**src/rtl/mtmt_ram.sv**
```systemverilog
module mtmt_ram #(
   parameter int WIDTH = 8,
   parameter int DEPTH = 64
) (
   input  logic                     clock,
   input  logic                     wr_en,
   input  logic [$clog2(DEPTH)-1:0] wr_addr,
   input  logic [WIDTH-1:0]         wr_data,
   input  logic [$clog2(DEPTH)-1:0] rd_addr,
   output logic [WIDTH-1:0]         rd_data
);
   logic [WIDTH-1:0] mem [DEPTH];
   logic [WIDTH-1:0] rd_data_ff;

   always_ff @(posedge clock) begin
      if (wr_en) begin
         mem[wr_addr] <= wr_data;
      end
      rd_data_ff <= mem[rd_addr];
   end

   assign rd_data = rd_data_ff;
endmodule
```
**config.mk**
```make
export PLATFORM = sky130hd
export DESIGN_NAME = mtmt_ram
export DESIGN_NICKNAME = d
export VERILOG_FILES = /design/src/rtl/mtmt_ram.sv
export SDC_FILE = /design/constraint.sdc
export NUM_CORES = 1
export LEC_CHECK = 0
export BUFFER_PORTS_ARGS = -buffer_cell sky130_fd_sc_hd__buf_2
export CAP_MARGIN = 20
export CORE_MARGIN = 1
export CORE_UTILIZATION = 40
export DETAILED_ROUTE_END_ITERATION = 6
export RECOVER_POWER = 100
export SKIP_CTS_REPAIR_TIMING = 1
export SLEW_MARGIN = 5
export SYNTH_ARGS = -nofsm -noshare
export SYNTH_HDL_FRONTEND = slang
export SYNTH_SLANG_ARGS = --single-unit
```
**constraint.sdc**
```tcl
create_clock -name clock -period 2.4 [get_ports clock]
set_input_delay 0.48 -clock clock [delete_from_list [all_inputs] [get_ports clock]]
set_output_delay 0.48 -clock clock [all_outputs]
set_load 0.02 [all_outputs]
```
==> qor.yml <==
run_status:
  outcome: "finished, violations left"
  violations: "capacitance limit, slew limit"
worst_setup_path:
  crit_slowest_cell: "mux4_2"
  critPathArrivalTime_ns: 2.57
  path_cells: "mux4_2, mux2_2, o221a_2, nor3_1, o32ai_1"
  crit_fanout: 1
  startpoint_type: "register"
  critPathCaptureType: "register"
  slowest_delay_ns: 0.47
  critPathKind: "register to register"
  cp.required_ns: 2.83
clock_network:
  clock_sinks: 520
  cts_htree_levels: 2
  clkTransAtPathRegs_ns: 0.06
  cts_tree: "done"
  worstSkewPairLatency_ns: 0.58
  cts_buffer_depth: 3
  numCtsBuffers: 50
  root_buffer: "clkbuf_16"
timing:
  setup_viol: 0
  max_freq_ghz: 0.467
  slew_headroom: -0.347
  fin_setup_tns_ns: 0
  drv_slew: 39
  rsz0062_at_grt: "false"
  min_period_ns: 2.14
  hold_violations: 0
  tightestPinTransition_ns: 2.02
  fin_crit_sh: 0.892
  skew_ns: 0.0137
logic_synthesis:
  yosys_warnings: 0
  synth-seq-cells: 520
  ys.flop_type: "edfxtp_1"
  synth_async_sr_flop_share: 0
  synth_area_leaders: "edfxtp_1 (76%), mux4_2 (14%), nor2_1 (1.5%)"
  seq_area_frac_synth: 0.770
  syn_area_sq_mm: 0.0202
  synth-edff-count: 512
  synth_area_leader_cell: "edfxtp_1"
  synth_top_cell_area_share: 0.762
  synthesis.nets: 962
  synth.distinct_cells: 40
  syn_inst: 940
  postSynthAreaPerCell_sq_um: 21.5
floorplanning:
  die_x_microns: 227
  io-pin-count: 30
  initial_core_util: 0.409
  fp-row-count: 81
  coreArea_sq_mm: 0.0494
  fp.dieH_microns: 227
  die_area_sq_mm: 0.0513
place:
  gp_congestion: 0.784
  dp_hpwl_mm: 29.5
  numPortBuffers: 29
finish:
  layout_common_cells: "edfxtp_1 (512), mux4_2 (126), clkbuf_1 (117), nor2_1 (83), clkbuf_16 (53)"
  drive_gt1_frac: 0.250
  syn_to_final_growth_pct: 16.5
  nets: 1155
  final_util: 0.476
  antenna_cells: 0
  final_common_cell: "edfxtp_1"
  nFillCells: 4107
drt:
  drc: 0
  viasPerCell: 5.43
  wl_per_cell_microns: 25.1
  dr.pass1.iters: 5
  postRouteAntennaNets: 0
  drt-total-wl_mm: 46.2
  num_vias: 9980
  drt_iter0_drc: 1119
power:
  p_leak_nw: 7.34
  p_per_area_mw_per_mm2: 809
  ir_drop_mv: 0.463
grt:
  grt_max_degree: 65
  gr-total-overflow: 0
  antenna_found_initial: 2
  grt_util_all_layers: 0.185
  grt_pass1_wl_mm: 68.0
  first_global_vias: 10400
run:
  cap_violations: 1
min_path:
  hp-class: "primary input to register"
## cells by family after synthesis
family                 Yosys count  share of synthesized area
AO/OA/AOI/OAI                   54                     0.0207
buffers and inverters           51                     0.0157
flip-flops                     520                      0.770
AND/OR/NAND/NOR                153                     0.0339
multiplexers                   162                      0.159
## cell usage after synthesis (all sizes together), types with 3 or more instances
library cell and count:
o2111ai 3, mux2i 23, nand3b 3, nand3 13, dfxtp 8, o21ai 4, nor3 7, o221ai 8
nand2 19, clkbuf 17, mux4 126, a221oi 6, o2bb2ai 3, a21oi 3, mux2 13, nor2 83
o22ai 8, nand2b 7, a211oi 4, a22oi 3, nor2b 14, edfxtp 512, buf 34
## worst paths after layout
kind / startpoint / endpoint / slack, ns / cells past startpoint
max: mem[29][6]$_DFFE_PP_ / rd_data[6]$_DFF_P_ / 0.26 / 5
min: wr_data[4] / mem[62][4]$_DFFE_PP_ / 0.36 / 1
max reg2reg: mem[29][6]$_DFFE_PP_ / rd_data[6]$_DFF_P_ / 0.26 / 5
min reg2reg: mem[30][4]$_DFFE_PP_ / rd_data[4]$_DFF_P_ / 0.82 / 3
## layer usage
metal	global-route usage	part of all wire	up-vias
li1	-	-	4310
met1	0.252	0.43	5338
met2	0.308	0.50	269
met3	0.0347	0.054	59
met4	0.0462	0.018	4
met5	0	0.00058	-
## state kept, by name, summed over array words and instances (netlist names)
| name | cells |
|---|---|
| rd_data | 8 |
| mem | 512 |
## power breakdown
group	leakage, nW	switching [mW]	internal, mW	total, mW
clock network	0.805	3.23	4.64	7.88
registers	4.67	0.0304	10.1	10.1
logic	1.86	0.612	0.418	1.03
total	7.34	3.88	15.1	19.0
## stage by stage
step / hold slack (ns) / power, mW / cell area (sq um) / worst slack (ns) / instances
after detailed placement: 0.819 / 11.4 / 22300 / -0.378 / 1745
after global routing: 0.355 / 19.5 / 23500 / 0.214 / 1837
final: 0.356 / 19.0 / 23500 / 0.260 / 1837
after global placement: 0.800 / 11.3 / 22300 / -0.335 / 1745
after floorplan: 0.579 / 10.8 / 20200 / 0.252 / 940
after CTS: 0.247 / 19.2 / 23900 / 0.216 / 1837
## worst max-delay path: cells and delay by family, from the launching register on
family	cells	cell delay, ns
AO/OA/AOI/OAI	2	0.45
AND/OR/NAND/NOR	1	0.45
multiplexers	2	0.74
flip-flops	1	0.36
## layout make-up
class / count / area [sq um] / area share
Clock buffer: 63 / 1360 / 0.0581
Clock inverter: 29 / 277 / 0.0118
Multi-Input combinational cell: 369 / 4320 / 0.184
Sequential cell: 520 / 15500 / 0.661
Tap cell: 664 / 831 / 0.0354
Timing Repair Buffer: 192 / 1170 / 0.0497
Power figures use the tool's default switching activity.
